$ cat config.mk
export PLATFORM = sky130hd
export DESIGN_NAME = bbkg_ctrl
export DESIGN_NICKNAME = d
export VERILOG_FILES = /design/src/hw/rtl/bbkg_pkg.sv /design/src/hw/rtl/bbkg_ctrl.sv
export SDC_FILE = /design/constraint.sdc
export NUM_CORES = 1
export LEC_CHECK = 0
export ABC_CLOCK_PERIOD_IN_PS = 3200
export BUFFER_PORTS_ARGS = -buffer_cell sky130_fd_sc_hd__buf_2
export CAP_MARGIN = 20
export CORE_AREA = 2 2 41 43
export DETAILED_ROUTE_END_ITERATION = 8
export DIE_AREA = 0 0 43 45
export PLACE_DENSITY = 0.78
export SKIP_LAST_GASP = 1
export SYNTH_ARGS = -nofsm -noshare
export SYNTH_HDL_FRONTEND = slang
export SYNTH_SLANG_ARGS = --single-unit
$ cat constraint.sdc
create_clock -name i_clk -period 3.2 [get_ports i_clk]
set_input_delay 0.48 -clock i_clk [delete_from_list [all_inputs] [get_ports i_clk]]
set_output_delay 0.48 -clock i_clk [all_outputs]
set_load 0.05 [all_outputs]
$ cat src/hw/rtl/bbkg_pkg.sv
`default_nettype none
// ----------------------------------------------------------------------------
// bbkg_pkg
// Shared types and constants for the barometer bias Kalman gate.
// ----------------------------------------------------------------------------
package bbkg_pkg;

    localparam int unsigned Q_ONE           = 65536;
    localparam int unsigned ALPHA_Q         = 3277;   // 0.05
    localparam int unsigned ONE_MINUS_ALPHA = 62259;  // 1 - 0.05
    localparam int unsigned PAD_VAR_Q       = 32768;  // 0.5
    localparam int unsigned PROC_NOISE_Q    = 7;      // 1e-4
    localparam int unsigned NOISE_RST       = 65536;
    localparam int unsigned GATE_RST        = 1280;
    localparam int unsigned DIV_STEPS       = 32;

    // configuration register indexes
    localparam logic REG_NOISE = 1'b0;
    localparam logic REG_GATE  = 1'b1;

    typedef enum logic [4:0] {
        OP_NONE,
        OP_LOAD,
        OP_PAD_INIT,
        OP_EMA_M1,
        OP_EMA_M2,
        OP_EMA_ADD,
        OP_EMA_RND,
        OP_KF_PREP,
        OP_K_START,
        OP_K_ZERO,
        OP_K_WAIT,
        OP_KF_MUL,
        OP_KF_BIAS,
        OP_KF_VAR,
        OP_CORR,
        OP_INNOV,
        OP_G_SQ,
        OP_G_G2,
        OP_G_D,
        OP_G_START,
        OP_G_DZERO,
        OP_G_WAIT,
        OP_OUT_LOAD
    } t_op;

    typedef struct packed {
        t_op op;
    } t_dp_cmd;

    typedef struct packed {
        logic pad;
        logic gps_rej;
        logic bias_zero;
        logic s_zero;
        logic d_zero;
        logic div_done;
    } t_dp_stat;

endpackage
`default_nettype wire

$ cat src/hw/rtl/bbkg_ctrl.sv
`default_nettype none
// ----------------------------------------------------------------------------
// bbkg_ctrl
// Sequencer: steps the datapath through pad, Kalman and gate phases and
// owns the result word's valid.
// ----------------------------------------------------------------------------
module bbkg_ctrl
    import bbkg_pkg::*;
(
    input  logic     i_clk,
    input  logic     i_rst_n,
    input  logic     i_in_valid,
    output logic     o_in_ready,
    input  logic     i_out_ready,
    output logic     o_out_valid,
    input  t_dp_stat i_stat,
    output t_dp_cmd  o_cmd
);

    typedef enum logic [4:0] {
        S_IDLE, S_DECIDE, S_PAD_INIT, S_EMA_M1, S_EMA_M2, S_EMA_ADD, S_EMA_RND,
        S_KF_PREP, S_K_SEL, S_K_ZERO, S_K_START, S_K_WAIT, S_KF_MUL, S_KF_BIAS,
        S_KF_VAR, S_CORR, S_INNOV, S_G_SQ, S_G_G2, S_G_D, S_G_CHK, S_G_DZERO,
        S_G_START, S_G_WAIT, S_FIN
    } t_state;

    t_state r_state;
    logic   r_out_valid;
    logic   out_free;

    assign out_free    = !r_out_valid || i_out_ready;
    assign o_in_ready  = (r_state == S_IDLE);
    assign o_out_valid = r_out_valid;

    always_comb begin
        unique case (r_state)
            S_IDLE:     o_cmd.op = i_in_valid ? OP_LOAD : OP_NONE;
            S_PAD_INIT: o_cmd.op = OP_PAD_INIT;
            S_EMA_M1:   o_cmd.op = OP_EMA_M1;
            S_EMA_M2:   o_cmd.op = OP_EMA_M2;
            S_EMA_ADD:  o_cmd.op = OP_EMA_ADD;
            S_EMA_RND:  o_cmd.op = OP_EMA_RND;
            S_KF_PREP:  o_cmd.op = OP_KF_PREP;
            S_K_ZERO:   o_cmd.op = OP_K_ZERO;
            S_K_START:  o_cmd.op = OP_K_START;
            S_K_WAIT:   o_cmd.op = OP_K_WAIT;
            S_KF_MUL:   o_cmd.op = OP_KF_MUL;
            S_KF_BIAS:  o_cmd.op = OP_KF_BIAS;
            S_KF_VAR:   o_cmd.op = OP_KF_VAR;
            S_CORR:     o_cmd.op = OP_CORR;
            S_INNOV:    o_cmd.op = OP_INNOV;
            S_G_SQ:     o_cmd.op = OP_G_SQ;
            S_G_G2:     o_cmd.op = OP_G_G2;
            S_G_D:      o_cmd.op = OP_G_D;
            S_G_DZERO:  o_cmd.op = OP_G_DZERO;
            S_G_START:  o_cmd.op = OP_G_START;
            S_G_WAIT:   o_cmd.op = OP_G_WAIT;
            S_FIN:      o_cmd.op = out_free ? OP_OUT_LOAD : OP_NONE;
            default:    o_cmd.op = OP_NONE;
        endcase
    end

    always_ff @(posedge i_clk) begin
        if (!i_rst_n) begin
            r_state     <= S_IDLE;
            r_out_valid <= 1'b0;
        end else begin
            if ((r_state == S_FIN) && out_free)
                r_out_valid <= 1'b1;
            else if (r_out_valid && i_out_ready)
                r_out_valid <= 1'b0;
            unique case (r_state)
                S_IDLE: begin
                    if (i_in_valid)
                        r_state <= S_DECIDE;
                end
                S_DECIDE: begin
                    priority if (i_stat.pad)
                        r_state <= i_stat.bias_zero ? S_PAD_INIT : S_EMA_M1;
                    else if (i_stat.gps_rej)
                        r_state <= S_CORR;
                    else
                        r_state <= S_KF_PREP;
                end
                S_PAD_INIT: r_state <= S_CORR;
                S_EMA_M1:   r_state <= S_EMA_M2;
                S_EMA_M2:   r_state <= S_EMA_ADD;
                S_EMA_ADD:  r_state <= S_EMA_RND;
                S_EMA_RND:  r_state <= S_CORR;
                S_KF_PREP:  r_state <= S_K_SEL;
                S_K_SEL:    r_state <= i_stat.s_zero ? S_K_ZERO : S_K_START;
                S_K_ZERO:   r_state <= S_KF_MUL;
                S_K_START:  r_state <= S_K_WAIT;
                S_K_WAIT: begin
                    if (i_stat.div_done)
                        r_state <= S_KF_MUL;
                end
                S_KF_MUL:   r_state <= S_KF_BIAS;
                S_KF_BIAS:  r_state <= S_KF_VAR;
                S_KF_VAR:   r_state <= S_CORR;
                S_CORR:     r_state <= S_INNOV;
                S_INNOV:    r_state <= i_stat.pad ? S_FIN : S_G_SQ;
                S_G_SQ:     r_state <= S_G_G2;
                S_G_G2:     r_state <= S_G_D;
                S_G_D:      r_state <= S_G_CHK;
                S_G_CHK:    r_state <= i_stat.d_zero ? S_G_DZERO : S_G_START;
                S_G_DZERO:  r_state <= S_FIN;
                S_G_START:  r_state <= S_G_WAIT;
                S_G_WAIT: begin
                    if (i_stat.div_done)
                        r_state <= S_FIN;
                end
                S_FIN: begin
                    if (out_free)
                        r_state <= S_IDLE;
                end
                default: r_state <= S_IDLE;
            endcase
        end
    end

endmodule
`default_nettype wire

Word level (Yosys, flattened, before mapping). Index checks and enable logic that the tools add are counted.

Flip-flop bits (word level): 6. Input port bits: 10. Output and inout port bits: 7. Word-level logic and storage cells: 54.

Eq/ne operators: 28. Multiplexer cells: 16. Reduce and logical (&&, ||, !) cells: 8.

Operators with widths (number): one-hot mux 5 bit (23 select lines) (1); one-hot mux 5 bit (22 select lines) (1); == test 5 bit, second input constant (9); == test 5 x 4 -> 1 bit, second input constant (8); 2-to-1 mux 5 bit (5); == test 5 x 3 -> 1 bit, second input constant (4); 2-to-1 mux 4 bit (3); == test 5 x 2 -> 1 bit, second input constant (2); inequality test 2 bit, second input constant (4); == test 5 x 1 -> 1 bit, second input constant (1); zero test 5 bit (1); 2-to-1 mux 1 bit (4); 2-to-1 mux 2 bit (2); AND reduction 4 bit (1); OR reduction 3 bit (1); logical AND 1 bit (2); nonzero test 2 bit (1); zero test 1 bit (1); logical OR 1 bit (1).

Longest topological paths before layout.
Word-level depth: 4. Depth in mapped cells: 6.

Worst setup path after synthesis. OpenSTA, ideal clock, no wires.

Path type: flip-flop to output port. Start point: register r_state[3]. End point: output port o_cmd[1] (netlist name). Data arrival time: 2664 ps. Setup slack: 56 ps. Stages on the path, launching flop included: 5. Buffers on the path: 3. Path through: dfxtp_1 buf_4 buf_2 buf_1 o311ai_0.

RTL lines: start, declared (RTL line bbkg_ctrl.sv:27) `t_state r_state;`; start signal, assigned (RTL line bbkg_ctrl.sv:79) `r_state <= i_stat.bias_zero ? S_PAD_INIT : S_EMA_M1;`; start signal, assigned (RTL line bbkg_ctrl.sv:91) `S_K_SEL: r_state <= i_stat.s_zero ? S_K_ZERO : S_K_START;`; start signal, assigned (RTL line bbkg_ctrl.sv:102) `S_INNOV: r_state <= i_stat.pad ? S_FIN : S_G_SQ;`; end, declared (RTL line bbkg_ctrl.sv:17) `output t_dp_cmd o_cmd`.

==> impl_metrics.toml <==
[floorplanning]
initial_core_util_pct = 52.4
die_area_sq_um = 1940
dieHeight_um = 45
num_rows = 14
core_region_area_sq_um = 1470
die_w_um = 43
io_pins = 17

[sta]
fin_ws_ns = 0.697
fmax_mhz = 400
maxSlewViolCount = 0
setup_viol = 0
hold_viol = 0
fin_worst_skew_ns = 0.00517
tns_ns = 0
finalCriticalPeriod_ns = 2.50
max_slew_margin_pct = 45.8
tightest_slew_ns = 0.811
rsz0062_at_grt = "no"
min_period_over_period_pct = 78.2

[synth]
synth_compound_area_share_pct = 31.0
syn-num-nets = 124
synth_cells = 114
synth-simple-area-share_pct = 39.8
synth_top_family_by_area = "simple AND/OR/NAND/NOR gates"
ys_ff_latch = 6
yosys.area_share.xor_xnor_pct = 0
netlist_area_sq_um = 771
ys_async_sr_fraction_pct = 0
synth_cell_types = 43
synth_flop_cell = "dfxtp_1"
synth_top_area_share_pct = 15.6
seq_area_frac_synth_pct = 15.6
synth_fa_ha_area_share_pct = 0
yosysWarnings = 0
synth.area.mux_share_pct = 2.60
yosys.area.top_type = "dfxtp_1"
synth_common_cells = "o21ai_0 (10), nand2_1 (9), nor2b_1 (8)"
synth_area_leaders = "dfxtp_1 (16%), nor2b_1 (6.5%), o21ai_0 (6.5%), nand2b_1 (4.9%), nand2_1 (4.4%)"
yosysMostFrequentCell = "o21ai_0"
synth-edff-count = 0
syn_area_per_cell_sq_um = 6.76

[place]
gp_congestion = 0.897
place_hpwl_mm = 1.37
numPlacedInstances = 135
io_buffers = 16
pre_cts_slack_ns = 0.968

[grt]
grtUsageTotal_pct = 21.2
grt_max_degree = 29
grt_pass1_vias = 705
grtUsageMet1_pct = 30.3
antenna_found_initial = 0
use_met3_pct = 6.00
grt_pass1_wl_mm = 3.17
met2_usage_pct = 33.3
overflow = 0
top_usage_layer = "met2"

[clocking]
cts_buffers = 3
clk_pin_slew_worst_paths_ns = 0.05
cts_root_buf = "clkbuf_4"
htree_levels = 1
cts_num_sinks = 6
cts.path.max_buffers = 2
post_cts_resized = 0
clock_latency_ns = 0.24
cts_tree = "done"
hold_buffers = 0
cts_setup_buffers = 0

[power]
power.switching_uw = 460
power.density_nw_per_um2 = 933
p_clk_share_pct = 9.1
p_seq_share_pct = 26.5
p_leak_nw = 0.305
peakVddDrop_mv = 0.456
power_uw = 776
combPwrFrac_pct = 64.5
intPower_uw = 316
p_sw_share_pct = 59.3

[detailed_routing]
dr.pass1.iters = 4
drtIter0Drc = 30
wire_per_inst_um = 14.3
route.detailed.drc = 0
drt_wl_total_mm = 1.97
ant_nets = 0
viasPerCell = 6.28
num_vias = 867

[final_layout]
final_cells = 138
antennaDiodeCount = 0
drive_gt1_share_pct = 18.0
syn_to_final_growth_pct = 7.79
nets = 134
nFillCells = 165

[worst_setup_path]
path_class = "register to primary output"
critPathMaxFanout = 28
worstPathArrival_ns = 2.02
critPathLaunchType = "register"
cp-end-kind = "primary output"
reg2reg_slack_ns = 1.22
required_ns = 2.72

[min_path]
worstHoldPathType = "input port to register"

[job]
maxCapViolCount = 0

[run_status]
status = "complete, no violations"
state kept, by name (all words and copies together), names as in the netlist:
| name | cells |
|---|---|
| o_out_valid | 1 |
| r_state | 5 |
final timing paths:
check | from | endpoint | cells past startpoint
hold / removal | i_rst_n | r_state[2] | 3
setup / recovery | r_state[4] | o_cmd[1] | 5
hold reg to reg | o_out_valid | o_out_valid | 2
setup reg to reg | r_state[3] | r_state[0] | 5
power by group through the flow:
stage,clock [mW],combinational [mW],sequential [mW]
after floorplan,0,0.504,0.109
after global placement,0,0.492,0.197
after detailed placement,0,0.497,0.201
after CTS,0.0725,0.498,0.199
after global routing,0.0761,0.549,0.216
final,0.0704,0.500,0.205
critical path, cell delays in order (launching register included):
cell      delay [ns]
dfxtp_1         0.84
or2b_1          0.29
a21oi_1         0.10
o21ai_0         0.08
o311ai_0        0.13
buf_2           0.33
area by class of cell:
cell class,instances,area [sq um],share of cell area (%)
sequential,6,120,14.5
tap,16,20.0,2.41
multi-input combinational,92,566,68.1
inverter,4,15.0,1.81
timing repair buffer,17,87.6,10.5
clock buffer,3,22.5,2.71
routing by layer:
| layer | vias up | wire (um) |
|---|---|---|
| met1 | 403 | 963 |
| met2 | 26 | 902 |
| met3 | 0 | 107 |
| li1 | 438 | - |
| met5 | - | 0 |
| met4 | 0 | 0 |
cells in the final DEF, fill, tap and decap left out, drive strengths merged:
cell    count
o22a        1
a32oi       1
a311oi      1
nand2b      6
and4        1
nand4       3
and3        1
nor2        7
nand3       6
o21ai      11
a31oi       1
o32a        1
nand3b      1
or3         2
clkbuf      3
nor2b       8
buf        17
and2        2
or4         1
nor4b       1
o221ai      2
mux2i       2
or2b        1
nand2       9
nor3        4
or3b        1
a21oi       6
o311ai      1
a221oi      1
a211o       1
inv         4
a22oi       1
a32o        2
a211oi      2
o22ai       4
dfxtp       6
per-stage QoR:
stage	hold slack (ns)	cell area, sq um	util (%)
after floorplan	0.618	771	-
after global routing	0.533	831	56.5
final	0.527	831	56.5
after global placement	0.558	808	54.9
after detailed placement	0.565	808	54.9
after CTS	0.515	831	56.5
logic make-up (layout without fill, tap and decap cells):
kind of cell    count (synthesis)  count (layout)
simple gates                   54              54
buf+inv                        16              24
mux                             2               2
compound gates                 36              36
flops                           6               6
Power figures use the tool's default switching activity.
